File: src/hw/rtl/lspg_pkg.sv
package lspg_pkg;

  typedef enum logic [2:0] {
    KIND_TICK     = 3'd0,
    KIND_DCD_ON   = 3'd1,
    KIND_DCD_OFF  = 3'd2,
    KIND_TX_ON    = 3'd3,
    KIND_TX_OFF   = 3'd4,
    KIND_SET_MODE = 3'd5
  } kind_t;

  typedef enum logic [1:0] {
    LINK_NONE = 2'd0,
    LINK_USB  = 2'd1,
    LINK_BT   = 2'd2
  } link_t;

  typedef enum logic [1:0] {
    PH_UP   = 2'd0,
    PH_DOWN = 2'd1,
    PH_WAIT = 2'd2
  } phase_kind_t;

  typedef enum logic [1:0] {
    FD_UP   = 2'd0,
    FD_ON   = 2'd1,
    FD_DOWN = 2'd2,
    FD_OFF  = 2'd3
  } fade_state_t;

  localparam int BlueW = 14;
  localparam int FadeW = 12;
  localparam int StepW = 10;
  localparam int PhaseW = 4;
  localparam int FadeStepW = 4;
  localparam int LevelW = 11;

  localparam logic [StepW-1:0] NcWaitLast = 10'd849;
  localparam logic [StepW-1:0] BtWaitLast = 10'd439;
  localparam logic [StepW-1:0] UsbWaitLast = 10'd379;
  localparam logic [LevelW-1:0] NcHoldLevel = 11'd2000;
  localparam logic [FadeStepW-1:0] FadeTop = 4'd9;

  typedef struct packed {
    phase_kind_t             kind;
    logic [StepW-1:0]        limit;
    logic [LevelW-1:0]       level;
    logic [StepW-1:0]        next;
  } phase_desc_t;

  typedef struct packed {
    logic  tick;
    logic  set_mode;
    link_t link;
  } blue_cmd_t;

  typedef struct packed {
    logic tick;
    logic on;
    logic off;
  } fade_cmd_t;

  function automatic logic [BlueW-1:0] sine_at(input logic [StepW-1:0] idx);
    logic [BlueW-1:0] v;
    v = 14'd9999;
    if (idx < 10'd9) begin
      unique case (idx[3:0])
        4'd0: v = 14'd1564;
        4'd1: v = 14'd3090;
        4'd2: v = 14'd4540;
        4'd3: v = 14'd5878;
        4'd4: v = 14'd7071;
        4'd5: v = 14'd8090;
        4'd6: v = 14'd8910;
        4'd7: v = 14'd9510;
        4'd8: v = 14'd9877;
        default: v = 14'd9999;
      endcase
    end
    return v;
  endfunction

  // sine table scaled by one third, rounded down
  function automatic logic [FadeW-1:0] sine_third(input logic [FadeStepW-1:0] idx);
    logic [FadeW-1:0] v;
    unique case (idx)
      4'd0: v = 12'd521;
      4'd1: v = 12'd1030;
      4'd2: v = 12'd1513;
      4'd3: v = 12'd1959;
      4'd4: v = 12'd2357;
      4'd5: v = 12'd2696;
      4'd6: v = 12'd2970;
      4'd7: v = 12'd3170;
      4'd8: v = 12'd3292;
      default: v = 12'd3333;
    endcase
    return v;
  endfunction

  function automatic logic [PhaseW-1:0] phase_count(input link_t link);
    logic [PhaseW-1:0] n;
    unique case (link)
      LINK_USB: n = 4'd9;
      LINK_BT:  n = 4'd6;
      default:  n = 4'd4;
    endcase
    return n;
  endfunction

  function automatic phase_desc_t mk_desc(input phase_kind_t kind,
                                         input logic [StepW-1:0] limit,
                                         input logic [LevelW-1:0] level,
                                         input logic [StepW-1:0] next);
    phase_desc_t d;
    d.kind = kind;
    d.limit = limit;
    d.level = level;
    d.next = next;
    return d;
  endfunction

  function automatic phase_desc_t phase_desc(input link_t link,
                                             input logic [PhaseW-1:0] phase);
    phase_desc_t d;
    d = mk_desc(PH_WAIT, '0, '0, '0);
    unique case (link)
      LINK_USB: begin
        unique case (phase)
          4'd0, 4'd3, 4'd6: d = mk_desc(PH_UP, 10'd9, '0, 10'd9);
          4'd1, 4'd4, 4'd7: d = mk_desc(PH_DOWN, '0, '0, '0);
          4'd2: d = mk_desc(PH_WAIT, 10'd39, '0, '0);
          4'd5: d = mk_desc(PH_WAIT, 10'd19, '0, '0);
          default: d = mk_desc(PH_WAIT, UsbWaitLast, '0, '0);
        endcase
      end
      LINK_BT: begin
        unique case (phase)
          4'd0, 4'd3: d = mk_desc(PH_UP, 10'd9, '0, 10'd9);
          4'd1, 4'd4: d = mk_desc(PH_DOWN, '0, '0, '0);
          4'd2: d = mk_desc(PH_WAIT, 10'd19, '0, '0);
          default: d = mk_desc(PH_WAIT, BtWaitLast, '0, '0);
        endcase
      end
      default: begin
        unique case (phase)
          4'd0: d = mk_desc(PH_UP, 10'd49, '0, '0);
          4'd1: d = mk_desc(PH_WAIT, 10'd49, NcHoldLevel, 10'd49);
          4'd2: d = mk_desc(PH_DOWN, '0, '0, '0);
          default: d = mk_desc(PH_WAIT, NcWaitLast, '0, '0);
        endcase
      end
    endcase
    return d;
  endfunction

endpackage

File: src/hw/rtl/lspg_blue.sv
module lspg_blue (
  input  logic                    clk,
  input  logic                    rst,
  input  lspg_pkg::blue_cmd_t     cmd,
  output logic [lspg_pkg::BlueW-1:0] duty,
  output logic                    enable
);
  import lspg_pkg::*;

  link_t              link, link_next;
  logic [PhaseW-1:0]  phase, phase_next;
  logic [StepW-1:0]   step, step_next;
  logic               enable_next;

  logic [PhaseW-1:0]  count;
  logic [PhaseW-1:0]  phase_inc;
  logic [PhaseW-1:0]  phase_wrap;
  phase_desc_t        desc;
  logic [BlueW-1:0]   sine;
  logic [15:0]        ramp;

  always_ff @(posedge clk) begin
    if (rst) begin
      link <= LINK_NONE;
      phase <= '0;
      step <= '0;
      enable <= 1'b0;
    end else begin
      link <= link_next;
      phase <= phase_next;
      step <= step_next;
      enable <= enable_next;
    end
  end

  always_comb begin
    count = phase_count(link);
    desc = phase_desc(link, phase);
    phase_inc = phase + 4'd1;
    phase_wrap = (phase_inc == count) ? '0 : phase_inc;
    sine = sine_at(step);
    // step * 40 as two shifts
    ramp = {1'b0, step, 5'b0} + {3'b0, step, 3'b0};

    if (phase >= count) begin
      duty = '0;
    end else if (desc.kind == PH_WAIT) begin
      duty = BlueW'(desc.level);
    end else begin
      unique case (link)
        LINK_USB: duty = sine;
        LINK_BT:  duty = {1'b0, sine[BlueW-1:1]};
        default:  duty = ramp[BlueW-1:0];
      endcase
    end

    link_next = link;
    phase_next = phase;
    step_next = step;
    enable_next = enable;

    if (cmd.set_mode) begin
      link_next = (cmd.link == LINK_USB || cmd.link == LINK_BT) ? cmd.link : LINK_NONE;
      phase_next = '0;
      step_next = '0;
      enable_next = 1'b1;
    end else if (cmd.tick) begin
      if (phase >= count) begin
        phase_next = '0;
        step_next = '0;
      end else if (desc.kind == PH_DOWN) begin
        if (step == '0) phase_next = phase_wrap;
        else step_next = step - 10'd1;
      end else begin
        if (step == desc.limit) begin
          phase_next = phase_wrap;
          step_next = desc.next;
        end else begin
          step_next = step + 10'd1;
        end
      end
    end
  end

endmodule

File: src/hw/rtl/lspg_fade.sv
module lspg_fade (
  input  logic                       clk,
  input  logic                       rst,
  input  lspg_pkg::fade_cmd_t        cmd,
  output logic [lspg_pkg::FadeW-1:0] duty,
  output logic                       enable_next
);
  import lspg_pkg::*;

  fade_state_t           state, state_next;
  logic [FadeStepW-1:0]  step, step_next;
  logic                  enable;

  always_ff @(posedge clk) begin
    if (rst) begin
      state <= FD_OFF;
      step <= FadeTop;
      enable <= 1'b0;
    end else begin
      state <= state_next;
      step <= step_next;
      enable <= enable_next;
    end
  end

  always_comb begin
    duty = (state == FD_OFF) ? '0 : sine_third(step);
    state_next = state;
    step_next = step;
    enable_next = enable;

    if (cmd.tick) begin
      unique case (state)
        FD_UP: begin
          if (step >= FadeTop) state_next = FD_ON;
          else step_next = step + 4'd1;
        end
        FD_DOWN: begin
          if (step == '0) begin
            state_next = FD_OFF;
            enable_next = 1'b0;
          end else begin
            step_next = step - 4'd1;
          end
        end
        default: ;
      endcase
    end else if (cmd.on) begin
      if (state == FD_OFF) enable_next = 1'b1;
      state_next = FD_UP;
    end else if (cmd.off) begin
      if (state != FD_OFF) state_next = FD_DOWN;
    end
  end

endmodule

File: src/hw/rtl/led_status_pattern_generator.sv
// Status LED generator: takes one event per cycle (ticks every 10 ms, carrier detect and
// transmit on/off, link mode changes) and for each tick returns the blue, green and red
// PWM compare values with the three PWM enables. Other events update state and return
// nothing. An event is held in an input register and then processed; a tick's result
// goes into an output register, so a result is offered once its tick has passed the input
// register and the output register, and one event per cycle is sustained while the result
// side keeps up; a stalled result holds off only the next tick in the input register.
module led_status_pattern_generator (
  input  logic        clk,
  input  logic        rst,
  input  logic        s_tvalid,
  output logic        s_tready,
  input  logic [7:0]  s_tdata,   // [1:0] link_mode, [7:2] zero
  input  logic [2:0]  s_tuser,   // [2:0] kind
  output logic        m_tvalid,
  input  logic        m_tready,
  output logic [47:0] m_tdata    // [13:0] blue_duty, [25:14] green_duty, [37:26] red_duty,
                                 // [38] blue_enable, [39] green_enable, [40] red_enable,
                                 // [47:41] zero
);
  import lspg_pkg::*;

  logic        in_valid;
  kind_t       in_kind;
  link_t       in_link;
  logic        advance;
  logic        is_tick;

  blue_cmd_t   blue_cmd;
  fade_cmd_t   green_cmd;
  fade_cmd_t   red_cmd;

  logic [BlueW-1:0] blue_duty;
  logic [FadeW-1:0] green_duty;
  logic [FadeW-1:0] red_duty;
  logic             blue_enable;
  logic             green_enable;
  logic             red_enable;

  assign is_tick = (in_kind == KIND_TICK);
  assign advance = in_valid && (!is_tick || !m_tvalid || m_tready);
  assign s_tready = !in_valid || advance;

  always_ff @(posedge clk) begin
    if (rst) begin
      in_valid <= 1'b0;
    end else if (s_tready) begin
      in_valid <= s_tvalid;
    end
  end

  always_ff @(posedge clk) begin
    if (s_tvalid && s_tready) begin
      in_kind <= kind_t'(s_tuser);
      in_link <= link_t'(s_tdata[1:0]);
    end
  end

  always_comb begin
    blue_cmd.tick = advance && is_tick;
    blue_cmd.set_mode = advance && (in_kind == KIND_SET_MODE);
    blue_cmd.link = in_link;
    green_cmd.tick = advance && is_tick;
    green_cmd.on = advance && (in_kind == KIND_DCD_ON);
    green_cmd.off = advance && (in_kind == KIND_DCD_OFF);
    red_cmd.tick = advance && is_tick;
    red_cmd.on = advance && (in_kind == KIND_TX_ON);
    red_cmd.off = advance && (in_kind == KIND_TX_OFF);
  end

  lspg_blue u_blue (
    .clk    (clk),
    .rst    (rst),
    .cmd    (blue_cmd),
    .duty   (blue_duty),
    .enable (blue_enable)
  );

  lspg_fade u_green (
    .clk         (clk),
    .rst         (rst),
    .cmd         (green_cmd),
    .duty        (green_duty),
    .enable_next (green_enable)
  );

  lspg_fade u_red (
    .clk         (clk),
    .rst         (rst),
    .cmd         (red_cmd),
    .duty        (red_duty),
    .enable_next (red_enable)
  );

  // result register, loaded by a tick transfer
  always_ff @(posedge clk) begin
    if (rst) begin
      m_tvalid <= 1'b0;
    end else if (advance && is_tick) begin
      m_tvalid <= 1'b1;
    end else if (m_tready) begin
      m_tvalid <= 1'b0;
    end
  end

  always_ff @(posedge clk) begin
    if (advance && is_tick) begin
      m_tdata <= {7'b0, red_enable, green_enable, blue_enable,
                  red_duty, green_duty, blue_duty};
    end
  end

endmodule

File: config.mk
export PLATFORM = sky130hd
export DESIGN_NAME = led_status_pattern_generator
export DESIGN_NICKNAME = d
export VERILOG_FILES = /design/src/hw/rtl/lspg_pkg.sv /design/src/hw/rtl/lspg_blue.sv /design/src/hw/rtl/lspg_fade.sv /design/src/hw/rtl/led_status_pattern_generator.sv
export SDC_FILE = /design/constraint.sdc
export NUM_CORES = 1
export LEC_CHECK = 0
export ABC_AREA = 1
export BUFFER_PORTS_ARGS = -buffer_cell sky130_fd_sc_hd__buf_2
export CORE_UTILIZATION = 35
export CTS_CLUSTER_DIAMETER = 150
export DETAILED_ROUTE_END_ITERATION = 10
export GPL_ROUTABILITY_DRIVEN = 0
export PLACE_DENSITY = 0.54
export RECOVER_POWER = 50
export SETUP_SLACK_MARGIN = 0.02
export SLEW_MARGIN = 20
export SYNTH_ARGS = -nofsm -noshare
export SYNTH_HDL_FRONTEND = slang
export SYNTH_SLANG_ARGS = --single-unit
File: constraint.sdc
create_clock -name clk -period 4.6 [get_ports clk]
set_clock_uncertainty 0.2 [all_clocks]
set_input_delay 0.23 -clock clk [delete_from_list [all_inputs] [get_ports clk]]
set_output_delay 0.23 -clock clk [all_outputs]
set_load 0.1 [all_outputs]
==> impl_summary.md, run 1 <==
Synth
The post-synthesis async set-or-reset flop share is 0%. In this run the cell area of the synthesized design comes to 6310 µm². After synthesis, flip-flops and latches occupy 38.7% of the total area. The cell count after synthesis is 826.

During synthesis, Yosys emitted a total of 0 warnings. For this run, the leading register cell type out of synthesis is sky130_fd_sc_hd__dfxtp_1. The post-synthesis area per instance is ~7.6 µm². The distinct cell type count after synthesis is 51.

In this run, synthesis inferred 46 flip-flops with an integrated enable. Synthesis inferred 99 register bits.

Floorplanning
The count of boundary I/O pins is 65. The effective utilization at floorplan is 36.1%. The floorplan has 48 rows.

The die covers approximately 19000 µm². The die extent in y is 136 µm. From left edge to right edge, the die measures 136 µm.

The region available for standard cell placement spans 17500 µm².

Global routing
The via count of the first global-routing pass is 4940. Entering global routing, the biggest net connects 35 pins. The first global-routing pass estimated around 25 mm of wire. The total overflow left after global routing is 0. The initial antenna violation count came to 0.

The global routing usage summed across all routing layers is approximately 17%.

Timing
The final setup TNS is 0 ns. The setup violation total in the final timing report is 0. The actual slew at the worst max-slew pin is 1.19 ns. The relative slew slack is 21.3%.

The maximum clock frequency is 265 MHz. The share of the clock period used by the worst path is between 80% and 90%. Setup repair after global routing left no endpoint under its margin.

The number of hold violations in the final report is 0. The routed design could run at a clock period as short as 3.77 ns. The number of max-slew violations in the final report was 0.

Detailed routing
The first-pass iteration count of the detailed router is 5. After detailed routing, the average wire length per cell comes to between 10 and 15 µm. Summing over every cut layer, the via total after detailed routing is ~5400. The number of DRC markers in iteration 0 is 328. The post-detailed-route DRC marker count is 0. In the routed layout, each cell is associated on average with a via count of 4.86. For this block, the routed nets add up to 14.8 mm of wire.

The number of nets with antenna violations after detailed routing is 0.

Clock tree
The deepest level of the CTS H-tree is 3. Buffers inserted during clock tree synthesis total 9. Clock-pin slew was measured on the worst setup and hold paths at 0.07 ns.

The clock reaches the later pin of the worst-skew pair after 0.35 ns. The tree is rooted in a sky130_fd_sc_hd__clkbuf_16. The number of setup buffers added after CTS is 0. The buffer depth of the longest clock path is 2. The clock net sink count is 99.

The clock tree from TritonCTS is built.

Pwr
IR analysis of the VDD net gives a maximum drop of about 230 µV. The power per cell area is 253 nW/µm². The static leakage is around 0.0031 µW.

Min path
The end of the worst hold path is u_green.enable$_SDFF_PP0_. The number of cells on the worst hold path is 2. The launch point of the worst hold path is rst. The worst hold path belongs to the class in -> reg.

Setup path
The most repeated library cell on the critical path is sky130_fd_sc_hd__nand2_1. STA classifies the critical path endpoint as a flip-flop. For this run, the slowest stage of the critical path takes 0.45 ns. The kind of start point of the critical path is a flip-flop. For the worst setup path, the data required time is roughly 4.6 ns. The reg-to-reg setup timing slack is 0.83 ns. By startpoint and endpoint, the worst setup path is classified as reg -> reg. The launching point of the worst reg2reg path is u_blue.link[0]$_SDFFE_PP0P_. The critical path's slowest cell is sky130_fd_sc_hd__ha_1. The depth of the worst register-to-register path is 20. Walking the worst path, the cells encountered are inv_1 > ha_1 > inv_1 > ha_1 > a21boi_0 > o21ai_0 > nand3_1 > inv_1 > nand3_1 > inv_2 > nand3_1 > nand2_1 > nand2_1 > clkinv_1 > ha_1 > inv_1 > nand3_1 > nand2_1 > nand2_1 > nand2_1. Along the worst path, the maximum fanout reaches 9. The data arrival time of the critical path is 3.81 ns.

Layout
The area growth from synthesis to final layout is 12.1%. After routing the design area is 7070 µm². 0 antenna diodes ended up in the layout. The net count reported at finish is 944.

The post-route netlist has 8.02% of its cells at a drive strength greater than 1.

Run
Max-cap violations in this run came to 0.

Outcome
The flow ran to the end, and the final reports show no timing, DRC or antenna violations.

Place
Detailed placement ended at an HPWL of 11.0 mm. The total cell area at the placement stage is 6780 µm². The total of buffers placed on input and output ports is 51.
-- synthesized netlist by cell type (all sizes together) (4+ instances only) --
| library cell | count | area, µm² |
|---|---|---|
| nand4 | 8 | 50.1 |
| o31ai | 4 | 30.0 |
| edfxtp | 46 | 1380 |
| buf | 12 | 83.8 |
| ha | 46 | 576 |
| clkbuf | 12 | 45.0 |
| nand3 | 64 | 368 |
| o211ai | 5 | 37.5 |
| a21oi | 56 | 299 |
| or2 | 5 | 31.3 |
| o21ai | 58 | 302 |
| xor2 | 19 | 166 |
| nand2 | 178 | 708 |
| inv | 112 | 420 |
| nor2 | 100 | 393 |
| dfxtp | 53 | 1060 |
| o22ai | 11 | 68.8 |
| nor3 | 10 | 50.1 |
| a31oi | 6 | 43.8 |
-- critical path: cells and delay by family (launching register included) --
kind                       cells  cell delay, ns
and+or+nand+nor                9            1.02
adders and majority gates      3            0.93
buffers and inverters          6            0.90
DFF                            1            0.33
AOI/OAI and AO/OA              2            0.28
-- stage by stage --
step	util, %	cells	hold WS [ns]	power, µW	setup WS [ns]
finish	40.5	1110	0.0172	1790	0.826
global route	40.5	1110	0.0300	1850	0.514
CTS	40.8	1110	0.0120	1810	0.882
detailed placement	38.8	1088	0.208	1060	0.903
global placement	38.8	1088	0.210	1060	0.937
floorplan	-	832	0.129	1050	0.522
-- report_power, final --
| part | switching (µW) | internal [µW] |
|---|---|---|
| sequential | 5.22 | 926 |
| combinational | 96.0 | 21.0 |
| clock | 327 | 412 |
-- cells by family (layout without fill, tap and decap cells) --
group	count (synthesis)	after routing	share of synthesized area, %
other cells	1	7	0.0594
xor+xnor	22	22	3.05
compound gates	150	150	13.7
flops	99	99	38.7
simple gates	367	367	25.6
buf+inv	138	191	8.84
fa+ha+maj	49	49	10.1
-- layout by cell type, fill, tap and decap left out, types with 2 or more instances in the layout --
cell and n:
sky130_fd_sc_hd__nand2_1 166, sky130_fd_sc_hd__inv_1 100, sky130_fd_sc_hd__nor2_1 96, sky130_fd_sc_hd__nand3_1 59, sky130_fd_sc_hd__a21oi_1 53, sky130_fd_sc_hd__dfxtp_1 53
sky130_fd_sc_hd__o21ai_0 51, sky130_fd_sc_hd__ha_1 46, sky130_fd_sc_hd__edfxtp_1 46, sky130_fd_sc_hd__clkbuf_1 44, sky130_fd_sc_hd__xor2_1 19, sky130_fd_sc_hd__inv_2 12
sky130_fd_sc_hd__o22ai_1 11, sky130_fd_sc_hd__nand2_2 10, sky130_fd_sc_hd__nor3_1 10, sky130_fd_sc_hd__clkbuf_16 9, sky130_fd_sc_hd__nand4_1 8, sky130_fd_sc_hd__buf_2 8
sky130_fd_sc_hd__conb_1 7, sky130_fd_sc_hd__o21ai_1 6, sky130_fd_sc_hd__dlygate4sd3_1 6, sky130_fd_sc_hd__o211ai_1 5, sky130_fd_sc_hd__a31oi_1 5, sky130_fd_sc_hd__or2_2 4
sky130_fd_sc_hd__o31ai_1 4, sky130_fd_sc_hd__buf_4 4, sky130_fd_sc_hd__nand3_4 3, sky130_fd_sc_hd__xnor2_1 3, sky130_fd_sc_hd__fa_1 3, sky130_fd_sc_hd__clkinvlp_4 3
sky130_fd_sc_hd__clkbuf_8 3, sky130_fd_sc_hd__nor2_4 2, sky130_fd_sc_hd__nor2_2 2, sky130_fd_sc_hd__nand2_4 2, sky130_fd_sc_hd__nand3_2 2, sky130_fd_sc_hd__a21oi_2 2
-- layer usage --
layer | vias to the layer above | GRT usage (%) | wire length [µm]
met3 | 14 | 3.13 | 593
met1 | 2439 | 23.5 | 7350
li1 | 2817 | - | -
met5 | - | 0 | 0
met4 | 0 | 4.14 | 170
met2 | 127 | 26.4 | 6640
-- worst max path at each step --
stage,endpoint,from,cells after the start
3_5_place_dp,flip-flop,u_blue.link[0]$_SDFFE_PP0P_,19
3_3_place_gp,flip-flop,u_blue.link[0]$_SDFFE_PP0P_,20
2_1_floorplan,flip-flop,m_tvalid$_SDFFE_PP0P_,14
4_1_cts,flip-flop,u_blue.link[0]$_SDFFE_PP0P_,19
5_1_grt,flip-flop,u_blue.link[0]$_SDFFE_PP0P_,20
6_report,flip-flop,u_blue.link[0]$_SDFFE_PP0P_,20
-- repair_timing --
item / 4_1_cts / 5_1_grt
endpoints found under the hold margin: 6 / 0
hold buffers: 6 / 0
gates resized for setup: 0 / 0
-- final cells by class --
type / instances / area [µm²]
Fill cell: 1822 / 10400
Multi-Input combinational cell: 595 / 3340
Sequential cell: 99 / 2440
Inverter: 114 / 429
Timing Repair Buffer: 61 / 292
Tap cell: 225 / 282
Clock buffer: 13 / 270
Clock inverter: 3 / 22.5
Power figures use the tool's default switching activity.
==> inputs of run 2 (changes only) <==
==> constraint.sdc (replaced) <==
create_clock -name clk -period 3.51 [get_ports clk]
set_clock_uncertainty 0.2 [all_clocks]
set_input_delay 0.1755 -clock clk [delete_from_list [all_inputs] [get_ports clk]]
set_output_delay 0.1755 -clock clk [all_outputs]
set_load 0.1 [all_outputs]
==> impl_summary.md, run 2 (synthesis results as in run 1) <==
Outcome
The run finished with clean final reports.

Layout
In the layout the commonest cells are sky130_fd_sc_hd__nand2_1, sky130_fd_sc_hd__inv_1, sky130_fd_sc_hd__nor2_1, sky130_fd_sc_hd__nand3_1. The final cell area excluding filler cells is ~7400 µm². The final antenna diode count is 0. The area growth from synthesis to final layout is 17.4%.

The library cell used most frequently in the layout, excluding fill and tap cells, is sky130_fd_sc_hd__nand2_1. For this run, the number of standard cells in the final layout without fillers is 1140. The fraction of final layout cells sized beyond drive strength 1 is 11.8%. The net count reported at finish is just under 1000.

Place
Detailed placement ended at an HPWL of 11.5 mm. The total cell area at the placement stage is roughly 7000 µm². The total of buffers placed on input and output ports is 51. In this run, placement finished with an instance count of 1113.

Setup path
STA classifies the critical path endpoint as a flip-flop. The largest single stage delay on the critical path is 0.37 ns. The critical path goes through inv_1 > ha_1 > buf_6 > nand2_1 > inv_2 > nand2_1 > nand3_1 > nand2_1 > nor2_1 > nand2_1 > nor2_4 > nand2_1 > nand2_1 > nand3_1 > nand2_1 > nand2_1 > buf_4 > ha_1 > inv_1 > nand2_1 > nand3_1 > nand2_1. The most repeated library cell on the critical path is sky130_fd_sc_hd__nand2_1. The critical path in this run is classified as reg -> reg. The critical path's slowest cell is sky130_fd_sc_hd__dfxtp_2. Along the worst path, the maximum fanout reaches 14. The data arrival time of the critical path is 3.24 ns. The buffering stage count on the worst path with inverters included is 5. The data required time at the worst endpoint is 3.56 ns. The launching point of the worst reg2reg path is u_blue.link[0]$_SDFFE_PP0P_. The kind of cell adding the most delay to the critical path is simple AND/OR/NAND/NOR gates. The kind of start point of the critical path is a flip-flop.

The worst setup path startpoint is u_blue.link[0]$_SDFFE_PP0P_.

Floorplanning
The full die area is 18600 µm². Measured along the y axis, the die boundary spans 136 µm. The count of boundary I/O pins is 65. In this run the standard cell core region covers 17500 µm². The x dimension of the die is 136 µm.

The number of core rows is 48. The effective utilization at floorplan is a little over a third.

Detailed routing
For this run, the detailed router's first-pass iteration total came to 5. The number of nets with antenna violations after detailed routing is 0. The detailed-route via count is 5517. The average via count per standard cell is 4.84.

The post-detailed-route DRC marker count is 0. The post-detailed-routing wire length is 15.2 mm. The number of DRC markers in iteration 0 is roughly 320. Dividing the detail-routed wire length by the instance count gives roughly 13 µm.

Timing
The maximum clock frequency is 313 MHz. The tightest hold margin is 0.0381 ns. The final setup TNS is 0 ns. After layout, the minimum clock period comes to 3.19 ns. For the pin with the worst max-slew slack, the measured transition is about 1.2 ns. The number of hold violations in the final report is 0.

Headroom to the max-slew limit came out at about a fifth. Setup violations remaining at the end of the flow were counted as 0. Dividing the final minimum period by the clock period gives 90.9%. The number of max-slew violations in the final report came to 0. Setup repair after global routing left no endpoint under its margin.

Min path
The class of the worst hold path is in -> reg. The launch point of the worst hold path is m_tready.

Global routing
The global routing usage summed across all routing layers is 17.1%. The via count of the first global-routing pass came to between 5000 and 6000. The maximum number of pins on one net before global-route repair is 31. The initial antenna violation count is 0.

The first global-routing pass estimated between 20 and 25 mm of wire. Global routing finished with a remaining overflow of 0.

Clock tree
Clock-pin slew was measured on the worst setup and hold paths at roughly 0.080 ns. The clock reaches the later pin of the worst-skew pair after 0.36 ns. The clock tree from TritonCTS is built. No sink is reached through more buffers than the 2 on the longest clock path.

Clock tree synthesis found a total of 99 sinks. The cell sitting at the root of the clock tree is a sky130_fd_sc_hd__clkbuf_16. Counting the buffers created by CTS gives 9. The H-tree was split into 3 levels.

Pwr
The static leakage is 0.00329 µW. Power comes to 2510 µW. The power per cell area is approximately 340 nW/µm². The maximum vdd ir drop is 251 µV.

Run
The tool flagged a number of max-cap violations equal to 0.
[run 2: per-layer routing]
metal	share of wire [%]	global-route usage (%)	vias to the layer above	routed length (µm)
li1	-	-	2886	-
met1	51	24.0	2526	7700
met2	45	26.9	90	6800
met3	3.2	2.46	15	488
met4	1.2	5.12	0	189
met5	0	0	-	0
[run 2: what timing repair did]
action                                  4_1_cts  5_1_grt
endpoints found under the setup margin        0       19
hold buffers                                  8        0
hold endpoints to repair                     10        0
resized for setup                             0       18
buffers inserted                              0        3
[run 2: final cells by class]
| cell class | instances | area [µm²] |
|---|---|---|
| Fill cell | 1797 | 10100 |
| Multi-Input combinational cell | 595 | 3400 |
| Sequential cell | 99 | 2440 |
| Timing Repair Buffer | 91 | 522 |
| Inverter | 114 | 432 |
| Tap cell | 225 | 282 |
| Clock buffer | 10 | 229 |
| Clock inverter | 6 | 105 |
[run 2: metrics by stage]
step,util (%),setup slack [ns]
floorplan,-,0.0397
global placement,39.8,0.146
detailed placement,39.8,0.114
CTS,42.2,0.0822
global route,42.4,0.0261
finish,42.4,0.319
[run 2: power by group]
group	switching (µW)	internal (µW)
logic	129	33.1
clock network	490	642
registers	6.80	1210
total	626	1890
[run 2: final timing paths]
path	endpoint	slack [ns]	cells past startpoint
max	flip-flop	0.32	22
min	m_tvalid$_SDFFE_PP0P_	0.04	5
max reg2reg	flip-flop	0.32	22
min reg2reg	m_tdata[38]$_DFFE_PP_	0.23	0
[run 2: worst register-to-register path: stages, from the launching register on]
cell and delay, ns:
sky130_fd_sc_hd__dfxtp_2 0.37, sky130_fd_sc_hd__inv_1 0.07, sky130_fd_sc_hd__ha_1 0.34, sky130_fd_sc_hd__buf_6 0.20, sky130_fd_sc_hd__nand2_1 0.10, sky130_fd_sc_hd__inv_2 0.08, sky130_fd_sc_hd__nand2_1 0.11, sky130_fd_sc_hd__nand3_1 0.11
sky130_fd_sc_hd__nand2_1 0.08, sky130_fd_sc_hd__nor2_1 0.11, sky130_fd_sc_hd__nand2_1 0.09, sky130_fd_sc_hd__nor2_4 0.14, sky130_fd_sc_hd__nand2_1 0.11, sky130_fd_sc_hd__nand2_1 0.07, sky130_fd_sc_hd__nand3_1 0.07, sky130_fd_sc_hd__nand2_1 0.10
sky130_fd_sc_hd__nand2_1 0.13, sky130_fd_sc_hd__buf_4 0.20, sky130_fd_sc_hd__ha_1 0.18, sky130_fd_sc_hd__inv_1 0.05, sky130_fd_sc_hd__nand2_1 0.04, sky130_fd_sc_hd__nand3_1 0.08, sky130_fd_sc_hd__nand2_1 0.06
